File: src/rtl/core/dgt_pkg.sv
// ----------------------------------------------------------------------------
// dgt_pkg: shared types and constants of the delimiter/group tokenizer
// Holds capacity limits, register indexes and the action record passed from
// the classifier to the result sequencer.
// ----------------------------------------------------------------------------
package dgt_pkg;

    // Capacity of the delimiter and group tables
    localparam int MAX_DELIMS = 8;
    localparam int MAX_GROUPS = 4;
    localparam int DELIM_LIM  = (MAX_DELIMS < 8) ? MAX_DELIMS : 8;
    localparam int GROUP_LIM  = (MAX_GROUPS < 4) ? MAX_GROUPS : 4;

    // Configuration port
    localparam int CFG_IDX_W  = 3;
    localparam int CFG_DATA_W = 64;

    localparam logic [CFG_IDX_W-1:0] REG_DELIM_CHARS = 3'd0;
    localparam logic [CFG_IDX_W-1:0] REG_DELIM_COUNT = 3'd1;
    localparam logic [CFG_IDX_W-1:0] REG_OPEN_CHARS  = 3'd2;
    localparam logic [CFG_IDX_W-1:0] REG_OPEN_COUNT  = 3'd3;
    localparam logic [CFG_IDX_W-1:0] REG_CLOSE_CHARS = 3'd4;
    localparam logic [CFG_IDX_W-1:0] REG_CLOSE_COUNT = 3'd5;

    // Action queue between classifier and sequencer
    localparam int ACT_DEPTH = 4;
    localparam int ACT_PTR_W = $clog2(ACT_DEPTH);
    localparam int ACT_CNT_W = $clog2(ACT_DEPTH + 1);

    typedef struct packed {
        logic                  we;
        logic [CFG_IDX_W-1:0]  index;
        logic [CFG_DATA_W-1:0] data;
    } cfg_wr_t;

    // One classified item: an optional token byte, then an optional token end
    typedef struct packed {
        logic       has_data;
        logic [7:0] data;
        logic       has_end;
    } act_t;

endpackage

File: src/rtl/core/dgt_front.sv
// ----------------------------------------------------------------------------
// dgt_front: configuration registers and byte classifier
// Matches each accepted byte against the delimiter, opener and close tables,
// updates the tokenizer state and issues at most one action record per item.
// ----------------------------------------------------------------------------
module dgt_front
    import dgt_pkg::*;
(
    input  logic       clk,
    input  logic       rst_n,
    input  cfg_wr_t    cfg,
    input  logic       accept,
    input  logic [7:0] in_byte,
    input  logic       last,
    output logic       act_valid,
    output act_t       act
);

    logic [63:0] delim_chars_reg;
    logic [3:0]  delim_count_reg;
    logic [31:0] open_chars_reg;
    logic [2:0]  open_count_reg;
    logic [31:0] close_chars_reg;
    logic [2:0]  close_count_reg;

    logic       in_group_reg, in_group_next;
    logic       after_delim_reg, after_delim_next;
    logic [1:0] group_sel_reg, group_sel_next;
    logic       token_nonempty_reg, token_nonempty_next;

    logic [3:0] delim_eff;
    logic [2:0] open_eff;
    logic [2:0] close_eff;
    logic       delim_hit;
    logic       is_open;
    logic [1:0] open_idx;
    logic [7:0] close_byte;

    // Hold configuration registers
    always_ff @(posedge clk or negedge rst_n)
    begin
        if (!rst_n)
        begin
            delim_chars_reg <= '0;
            delim_count_reg <= '0;
            open_chars_reg  <= '0;
            open_count_reg  <= '0;
            close_chars_reg <= '0;
            close_count_reg <= '0;
        end
        else if (cfg.we)
        begin
            case (cfg.index)
                REG_DELIM_CHARS: delim_chars_reg <= cfg.data;
                REG_DELIM_COUNT: delim_count_reg <= cfg.data[3:0];
                REG_OPEN_CHARS:  open_chars_reg  <= cfg.data[31:0];
                REG_OPEN_COUNT:  open_count_reg  <= cfg.data[2:0];
                REG_CLOSE_CHARS: close_chars_reg <= cfg.data[31:0];
                REG_CLOSE_COUNT: close_count_reg <= cfg.data[2:0];
                default: ;
            endcase
        end
    end

    // Clamp counts to table capacity
    always_comb
    begin
        delim_eff = (delim_count_reg > 4'(DELIM_LIM)) ? 4'(DELIM_LIM) : delim_count_reg;
        open_eff  = (open_count_reg > 3'(GROUP_LIM)) ? 3'(GROUP_LIM) : open_count_reg;
        close_eff = (close_count_reg > 3'(GROUP_LIM)) ? 3'(GROUP_LIM) : close_count_reg;
    end

    // Match the byte against the enabled delimiter and opener entries in parallel
    always_comb
    begin
        delim_hit = 1'b0;
        for (int k = 0; k < DELIM_LIM; k++)
        begin
            if ((4'(k) < delim_eff) && (delim_chars_reg[k*8 +: 8] == in_byte))
                delim_hit = 1'b1;
        end
        // scan downward so the lowest matching opener wins
        is_open  = 1'b0;
        open_idx = '0;
        for (int k = GROUP_LIM - 1; k >= 0; k--)
        begin
            if ((3'(k) < open_eff) && (open_chars_reg[k*8 +: 8] == in_byte))
            begin
                is_open  = 1'b1;
                open_idx = 2'(k);
            end
        end
        // a group without a close entry closes on a zero byte
        if ({1'b0, group_sel_reg} < close_eff)
            close_byte = close_chars_reg[group_sel_reg*8 +: 8];
        else
            close_byte = 8'h00;
    end

    // Advance tokenizer state and build the action record
    always_comb
    begin
        in_group_next       = in_group_reg;
        after_delim_next    = after_delim_reg;
        group_sel_next      = group_sel_reg;
        token_nonempty_next = token_nonempty_reg;
        act.has_data        = 1'b0;
        act.data            = in_byte;
        act.has_end         = 1'b0;

        if (!in_group_reg)
        begin
            if (delim_hit)
            begin
                if (!after_delim_reg)
                begin
                    act.has_end         = 1'b1;
                    token_nonempty_next = 1'b0;
                    after_delim_next    = 1'b1;
                end
            end
            else
            begin
                after_delim_next = 1'b0;
            end
            if (is_open)
            begin
                in_group_next    = 1'b1;
                group_sel_next   = open_idx;
                after_delim_next = 1'b1;
            end
            else if (!after_delim_next)
            begin
                act.has_data        = 1'b1;
                token_nonempty_next = 1'b1;
            end
        end
        else
        begin
            if (in_byte == close_byte)
            begin
                act.has_end         = 1'b1;
                token_nonempty_next = 1'b0;
                in_group_next       = 1'b0;
                group_sel_next      = '0;
            end
            else
            begin
                act.has_data        = 1'b1;
                token_nonempty_next = 1'b1;
            end
        end

        // flush a pending token at end of string, then start fresh
        if (last)
        begin
            if (token_nonempty_next)
                act.has_end = 1'b1;
            in_group_next       = 1'b0;
            after_delim_next    = 1'b0;
            group_sel_next      = '0;
            token_nonempty_next = 1'b0;
        end

        act_valid = accept && (act.has_data || act.has_end);
    end

    always_ff @(posedge clk or negedge rst_n)
    begin
        if (!rst_n)
        begin
            in_group_reg       <= 1'b0;
            after_delim_reg    <= 1'b0;
            group_sel_reg      <= '0;
            token_nonempty_reg <= 1'b0;
        end
        else if (accept)
        begin
            in_group_reg       <= in_group_next;
            after_delim_reg    <= after_delim_next;
            group_sel_reg      <= group_sel_next;
            token_nonempty_reg <= token_nonempty_next;
        end
    end

endmodule

File: src/rtl/core/dgt_queue.sv
// ----------------------------------------------------------------------------
// dgt_queue: action record queue
// Short queue that decouples the classifier from the result sequencer.
// ----------------------------------------------------------------------------
module dgt_queue
    import dgt_pkg::*;
(
    input  logic clk,
    input  logic rst_n,
    input  logic wr_en,
    input  act_t wr_data,
    input  logic rd_en,
    output act_t rd_data,
    output logic full,
    output logic empty
);

    act_t                 entry_reg [ACT_DEPTH];
    logic [ACT_PTR_W-1:0] wr_ptr_reg;
    logic [ACT_PTR_W-1:0] rd_ptr_reg;
    logic [ACT_CNT_W-1:0] count_reg;

    assign full    = (count_reg == ACT_CNT_W'(ACT_DEPTH));
    assign empty   = (count_reg == '0);
    assign rd_data = entry_reg[rd_ptr_reg];

    // Store incoming records
    always_ff @(posedge clk)
    begin
        if (wr_en)
            entry_reg[wr_ptr_reg] <= wr_data;
    end

    // Advance pointers and occupancy
    always_ff @(posedge clk or negedge rst_n)
    begin
        if (!rst_n)
        begin
            wr_ptr_reg <= '0;
            rd_ptr_reg <= '0;
            count_reg  <= '0;
        end
        else
        begin
            if (wr_en)
                wr_ptr_reg <= (wr_ptr_reg == ACT_PTR_W'(ACT_DEPTH - 1)) ? '0 : wr_ptr_reg + 1'b1;
            if (rd_en)
                rd_ptr_reg <= (rd_ptr_reg == ACT_PTR_W'(ACT_DEPTH - 1)) ? '0 : rd_ptr_reg + 1'b1;
            case ({wr_en, rd_en})
                2'b10:   count_reg <= count_reg + 1'b1;
                2'b01:   count_reg <= count_reg - 1'b1;
                default: count_reg <= count_reg;
            endcase
        end
    end

endmodule

File: src/rtl/core/dgt_back.sv
// ----------------------------------------------------------------------------
// dgt_back: result sequencer
// Expands each action record into one or two result items and holds the
// oldest result in an output register until it is popped.
// ----------------------------------------------------------------------------
module dgt_back
    import dgt_pkg::*;
(
    input  logic       clk,
    input  logic       rst_n,
    input  act_t       act,
    input  logic       act_empty,
    output logic       act_pop,
    input  logic       pop,
    output logic       empty,
    output logic [7:0] out_byte,
    output logic       token_end,
    output logic       last_result
);

    logic       out_valid_reg;
    logic [7:0] out_byte_reg, out_byte_next;
    logic       token_end_reg, token_end_next;
    logic       last_result_reg, last_result_next;
    logic       phase_reg, phase_next;
    logic       load;

    assign empty       = !out_valid_reg;
    assign out_byte    = out_byte_reg;
    assign token_end   = token_end_reg;
    assign last_result = last_result_reg;

    // Pick the next result from the head record
    always_comb
    begin
        load             = (!out_valid_reg || pop) && !act_empty;
        act_pop          = 1'b0;
        phase_next       = phase_reg;
        out_byte_next    = 8'h00;
        token_end_next   = 1'b1;
        last_result_next = 1'b1;
        if (!phase_reg && act.has_data)
        begin
            out_byte_next    = act.data;
            token_end_next   = 1'b0;
            last_result_next = !act.has_end;
            if (load)
            begin
                if (act.has_end)
                    phase_next = 1'b1;
                else
                    act_pop = 1'b1;
            end
        end
        else if (load)
        begin
            act_pop    = 1'b1;
            phase_next = 1'b0;
        end
    end

    always_ff @(posedge clk)
    begin
        if (load)
        begin
            out_byte_reg    <= out_byte_next;
            token_end_reg   <= token_end_next;
            last_result_reg <= last_result_next;
        end
    end

    always_ff @(posedge clk or negedge rst_n)
    begin
        if (!rst_n)
        begin
            out_valid_reg <= 1'b0;
            phase_reg     <= 1'b0;
        end
        else
        begin
            phase_reg <= phase_next;
            if (load)
                out_valid_reg <= 1'b1;
            else if (pop)
                out_valid_reg <= 1'b0;
        end
    end

endmodule

File: src/rtl/core/delimiter_group_tokenizer.sv
// ----------------------------------------------------------------------------
// delimiter_group_tokenizer: byte stream tokenizer with delimiter groups
// Path: an accepted item's action record enters the queue at the accept edge;
//   its results then pass through the output register when that is free or popped.
// Throughput: one item per cycle while full is low; the sequencer gives one result
//   per free output slot, two for a data-plus-end record; full rises at 4 records.
// Reset: rst_n clears configuration, tokenizer state, queue and output.
// ----------------------------------------------------------------------------
module delimiter_group_tokenizer
    import dgt_pkg::*;
(
    input  logic                  clk,
    input  logic                  rst_n,
    input  logic                  cfg_we,
    input  logic [CFG_IDX_W-1:0]  cfg_index,
    input  logic [CFG_DATA_W-1:0] cfg_data,
    input  logic                  push,
    output logic                  full,
    input  logic [7:0]            in_byte,
    input  logic                  last,
    output logic                  empty,
    input  logic                  pop,
    output logic [7:0]            out_byte,
    output logic                  token_end,
    output logic                  last_result
);

    cfg_wr_t cfg;
    logic    accept;
    logic    act_valid;
    act_t    act_in;
    act_t    act_head;
    logic    act_pop;
    logic    act_empty;

    assign cfg.we    = cfg_we;
    assign cfg.index = cfg_index;
    assign cfg.data  = cfg_data;
    assign accept    = push && !full;

    // Classify bytes
    dgt_front u_front
    (
        .clk       (clk),
        .rst_n     (rst_n),
        .cfg       (cfg),
        .accept    (accept),
        .in_byte   (in_byte),
        .last      (last),
        .act_valid (act_valid),
        .act       (act_in)
    );

    // Buffer action records
    dgt_queue u_queue
    (
        .clk     (clk),
        .rst_n   (rst_n),
        .wr_en   (act_valid),
        .wr_data (act_in),
        .rd_en   (act_pop),
        .rd_data (act_head),
        .full    (full),
        .empty   (act_empty)
    );

    // Emit result items
    dgt_back u_back
    (
        .clk         (clk),
        .rst_n       (rst_n),
        .act         (act_head),
        .act_empty   (act_empty),
        .act_pop     (act_pop),
        .pop         (pop),
        .empty       (empty),
        .out_byte    (out_byte),
        .token_end   (token_end),
        .last_result (last_result)
    );

endmodule

File: config.mk
export PLATFORM = sky130hd
export DESIGN_NAME = delimiter_group_tokenizer
export DESIGN_NICKNAME = d
export VERILOG_FILES = /design/src/rtl/core/dgt_pkg.sv /design/src/rtl/core/dgt_front.sv /design/src/rtl/core/dgt_queue.sv /design/src/rtl/core/dgt_back.sv /design/src/rtl/core/delimiter_group_tokenizer.sv
export SDC_FILE = /design/constraint.sdc
export NUM_CORES = 1
export LEC_CHECK = 0
export BUFFER_PORTS_ARGS = -buffer_cell sky130_fd_sc_hd__buf_2
export CELL_PAD_IN_SITES_DETAIL_PLACEMENT = 1
export CELL_PAD_IN_SITES_GLOBAL_PLACEMENT = 2
export CORE_MARGIN = 1.5
export CORE_UTILIZATION = 45
export CTS_CLUSTER_SIZE = 40
export DETAILED_ROUTE_END_ITERATION = 6
export PLACE_DENSITY = 0.92
export REMOVE_ABC_BUFFERS = 1
export SLEW_MARGIN = 20
export SYNTH_ARGS = -nofsm -noshare
export SYNTH_HDL_FRONTEND = slang
export SYNTH_SLANG_ARGS = --single-unit
File: constraint.sdc
create_clock -name clk -period 7.21 [get_ports clk]
set_input_delay 1.0815 -clock clk [delete_from_list [all_inputs] [get_ports clk]]
set_output_delay 1.0815 -clock clk [all_outputs]
set_load 0.02 [all_outputs]
==> metrics.md <==
| Metric | Value |
|---|---|
| #FFs+latches synth | 202 |
| Cell-by-cell trace of the critical path | buf_2 > xnor2_1 > nand4_1 > nor2_1 > o32a_1 > o31ai_1 > a41oi_2 > inv_1 > ha_1 > inv_1 > fa_1 > xor2_1 > nor2_1 > xor2_1 |
| Largest net degree at the start of global routing | 89 |
| Layout-stage area growth over the synthesis result | 14.3% |
| Y dimension of the die | 148 um |
| Comb pwr share | 23.1% |
| DIE AREA | 21800 um^2 |
| Outcome | finished clean |
| Average vias per placed instance | 5.56 |
| Clock sinks | 202 |
| Master of the slowest instance on the critical path | sky130_fd_sc_hd__buf_2 |
| Final total negative setup slack | 0 ns |
| Post-synthesis average cell area | 14.3 um^2 |
| Final hold violation count | 0 |
| Post-DP HPWL | 16000 um |
| H-tree depth | 1 |
| Time the final worst path needs with I/O delays and setup | 4.00 ns |
| Portion of the clock cycle consumed by the worst path in the final layout | 55.5% |
| Horizontal die dimension | 148 um |
| Top_reg_cell synth | sky130_fd_sc_hd__dfrtp_1 |
| Async S/R FF share, synth | 75.2% |
| GR Overflow Total | 0 |
| CP required | 7.65 ns |
| Clk_lat worst skew | 0.51 ns |
| Worst setup path category | in -> reg |
| Total clock buffers created by CTS | 23 |
| Share of final-layout standard cells stronger than drive strength 1 | 37.9% |
| Post-detailed-route wirelength per cell | 22.5 um |
| RSZ-0062 raised after global routing | false |
| Multi-input combinational cell area | 3890 um^2 |
| Post-detailed-routing wire length | 23100 um |
| Leakage dissipation | 4.40 nW |
| Buffers on Ports | 92 |
| Max FFs per register | 64 |
| Hold path startpoint | u_queue.count_reg[0]$_DFFE_PN0P_ |
| Cell family with the largest share of critical-path delay | compound AO/OA/AOI/OAI gates |
| Total net switching power | 1.04 mW |
| Number of DRC markers after the initial detailed-route iteration | 175 |
| Number of enable flip-flop cells after synthesis | 50 |
| Power density cells | 328 nW/um^2 |
| Skew final | 0.0250 ns |
| Final std cell area, no fill | 10700 um^2 |
| IO Count | 93 |
| Critical path origin | in_byte[2] |
| Pre-antenna DRT Iters | 4 |
| Global-route wire length before repair | 36800 um |
| Maximum fanout along the worst path | 19 |
| Final Net Count | 833 |
| Warnings from Yosys | 0 |
| Number of inserted diodes | 0 |
| Least setup slack across all paths after layout | 3.21 ns |
| Initial core utilization | 46.2% |
| Synth top area share | 40.4% |
| Cell at the root of the clock tree | sky130_fd_sc_hd__clkbuf_16 |
| Buf/Inv on CP | 3 |
| Register area | 5310 um^2 |
| Number of vias in the routed layout | 5707 |
| Number of rows in the core area | 52 |
| Headroom to the max-slew limit | 46.5% |
| CTS max path bufs | 3 |
| Post-synthesis sequential area ratio | 56.4% |
| CP startpoint kind | input port |
| Via count of the first global-routing pass | 6590 |
| Synthesized instance count | 657 |
| Sw Ratio | 29.5% |
| Clock Power Share | 29.4% |
| Post-CTS Hold Buffers | 0 |
| Antenna violation net count after detailed routing | 0 |
| Number of maximum-capacitance constraint violations | 0 |
| Total of cells resized after clock tree synthesis | 0 |
| Type of the tightest min-delay check | reg -> reg |
| Arrival time at the worst endpoint | 4.44 ns |
| Worst supply voltage drop on vdd | 0.186 mV |
| FILL cells | 2031 |
| Antenna violations before repair | 0 |
| Total global routing track utilization | 22.0% |
| Total power after layout | 3.52 mW |
| Max-slew violation total from the final report | 0 |
| Leading post-synthesis cells by cell area | sky130_fd_sc_hd__dfrtp_1, sky130_fd_sc_hd__mux2_2, sky130_fd_sc_hd__edfxtp_1, sky130_fd_sc_hd__xnor2_1, sky130_fd_sc_hd__xor2_1 |
| Library cell occupying the most area in the post-synthesis netlist | sky130_fd_sc_hd__dfrtp_1 |
| Worst Tran Pin Value | 0.803 ns |
| DRC violations left | 0 |
| Setup slack at placement | 2.77 ns |
| Internal power contribution | 2.48 mW |
| Unique cell type count in the Yosys netlist | 54 |
| Clock transition at the registers of the reported paths | 0.06 ns |
| Sequential cell fraction of total power | 47.5% |
| Placeable core area | 20400 um^2 |
| Post-Synthesis Cell Area | 9410 um^2 |
| R2R Path Start | u_front.delim_count_reg[3]$_DFFE_PN0P_ |
| Sort of element at the end of the critical path | register |
| Final number of setup-violating endpoints | 0 |
| Maximum cell stage delay along the critical path | 0.49 ns |
| Weighted congestion at the end of routability-driven global placement | 0.837 |
| Instance area at placement | 10100 um^2 |
| Maximum clock rate | 250 MHz |
| Clock tree from TritonCTS | yes |
| Post-CTS setup buffers | 0 |
==> logic make-up (layout without fill, tap and decap cells) <==
kind of cell             Yosys count  in the layout  share of synthesized area, %
adder cells (fa/ha/maj)            8              8                          1.14
AO/OA/AOI/OAI                     38             38                          2.85
buffers and inverters             47            147                          2.38
multiplexers                     162            162                          21.7
AND/OR/NAND/NOR                   97             97                          5.95
XOR/XNOR                         103            103                          9.59
flip-flops                       202            202                          56.4
==> final cells by class <==
| type | instances | share of cell area, % |
|---|---|---|
| timing repair buffer | 97 | 4.73 |
| tap | 270 | 3.14 |
| clock inverter | 6 | 0.349 |
| clock buffer | 32 | 5.76 |
| inverter | 12 | 0.419 |
| multi-input combinational | 408 | 36.2 |
| sequential | 202 | 49.4 |
==> final timing paths <==
kind                       slack (ns)  cells past startpoint                                 endpoint
max                              3.21                     14         u_queue.count_reg[2]$_DFFE_PN0P_
min                              0.50                      1         u_queue.count_reg[0]$_DFFE_PN0P_
max reg2reg                      3.78                     13         u_queue.count_reg[2]$_DFFE_PN0P_
min reg2reg                      0.50                      1         u_queue.count_reg[0]$_DFFE_PN0P_
max in group asynchronous        5.40                      2  u_front.close_chars_reg[15]$_DFFE_PN0P_
min in group asynchronous        0.57                      1  u_front.delim_chars_reg[61]$_DFFE_PN0P_
==> layer usage <==
| layer | track usage (%) | vias up | share of wire [%] |
|---|---|---|---|
| met5 | 0 | - | 0 |
| met4 | 6.55 | 0 | 2.5 |
| met3 | 2.96 | 40 | 3.9 |
| met2 | 39.0 | 124 | 52 |
| met1 | 28.1 | 2992 | 42 |
| li1 | - | 2551 | - |
==> power groups by stage <==
stage | logic, mW | registers, mW | clock network [mW]
after floorplan | 0.552 | 1.66 | 0
after global placement | 0.764 | 1.67 | 0
after detailed placement | 0.815 | 1.70 | 0
after CTS | 0.828 | 1.68 | 1.06
after global routing | 0.898 | 1.71 | 1.10
final | 0.815 | 1.67 | 1.03
==> synth_stat cells, types with 5 or more instances <==
cell type,n
sky130_fd_sc_hd__dfrtp_1,152
sky130_fd_sc_hd__mux2_2,140
sky130_fd_sc_hd__xnor2_1,53
sky130_fd_sc_hd__edfxtp_1,50
sky130_fd_sc_hd__xor2_1,50
sky130_fd_sc_hd__clkbuf_1,17
sky130_fd_sc_hd__nand4_1,17
sky130_fd_sc_hd__mux4_2,14
sky130_fd_sc_hd__inv_1,12
sky130_fd_sc_hd__nor3_1,11
sky130_fd_sc_hd__nand2_1,10
sky130_fd_sc_hd__nor2_1,10
sky130_fd_sc_hd__a21oi_1,9
sky130_fd_sc_hd__and3_1,9
sky130_fd_sc_hd__nor4_1,9
sky130_fd_sc_hd__buf_2,8
sky130_fd_sc_hd__buf_4,8
sky130_fd_sc_hd__ha_1,7
sky130_fd_sc_hd__o21ai_0,7
sky130_fd_sc_hd__and2_1,6
sky130_fd_sc_hd__nand3_1,6
sky130_fd_sc_hd__nand2b_1,5
==> stage by stage <==
stage	instances	util [%]	hold WS, ns
after floorplan	622	-	0.457
after global placement	989	49.5	0.478
after detailed placement	989	49.5	0.491
after CTS	1027	52.7	0.503
after global routing	1027	52.8	0.523
final	1027	52.8	0.498
==> worst register-to-register path, delay by kind of cell (launching register included) <==
| kind | cells | cell delay, ns |
|---|---|---|
| AOI/OAI and AO/OA | 3 | 1.18 |
| DFF | 1 | 0.49 |
| and+or+nand+nor | 4 | 0.55 |
| buffers and inverters | 2 | 0.20 |
| xor gates and xnor gates | 2 | 0.32 |
| adders and majority gates | 2 | 0.61 |
==> placed cells by master (no fill, tap or decap), types with 3 or more instances in the layout <==
cell type / synthesis / layout
sky130_fd_sc_hd__a21oi_1: 9 / 8
sky130_fd_sc_hd__and2_1: 6 / 6
sky130_fd_sc_hd__and3_1: 9 / 9
sky130_fd_sc_hd__buf_2: 8 / 91
sky130_fd_sc_hd__buf_4: 8 / 4
sky130_fd_sc_hd__clkbuf_1: 17 / 8
sky130_fd_sc_hd__clkbuf_16: 0 / 23
sky130_fd_sc_hd__dfrtp_1: 152 / 152
sky130_fd_sc_hd__edfxtp_1: 50 / 50
sky130_fd_sc_hd__ha_1: 7 / 7
sky130_fd_sc_hd__inv_1: 12 / 12
sky130_fd_sc_hd__mux2_2: 140 / 140
sky130_fd_sc_hd__mux4_1: 4 / 4
sky130_fd_sc_hd__mux4_2: 14 / 14
sky130_fd_sc_hd__nand2_1: 10 / 10
sky130_fd_sc_hd__nand2b_1: 5 / 5
sky130_fd_sc_hd__nand3_1: 6 / 6
sky130_fd_sc_hd__nand4_1: 17 / 17
sky130_fd_sc_hd__nor2_1: 10 / 10
sky130_fd_sc_hd__nor3_1: 11 / 10
sky130_fd_sc_hd__nor3b_2: 1 / 3
sky130_fd_sc_hd__nor4_1: 9 / 9
sky130_fd_sc_hd__o21ai_0: 7 / 7
sky130_fd_sc_hd__xnor2_1: 53 / 53
sky130_fd_sc_hd__xor2_1: 50 / 50
(Power assumes the default switching activity.)
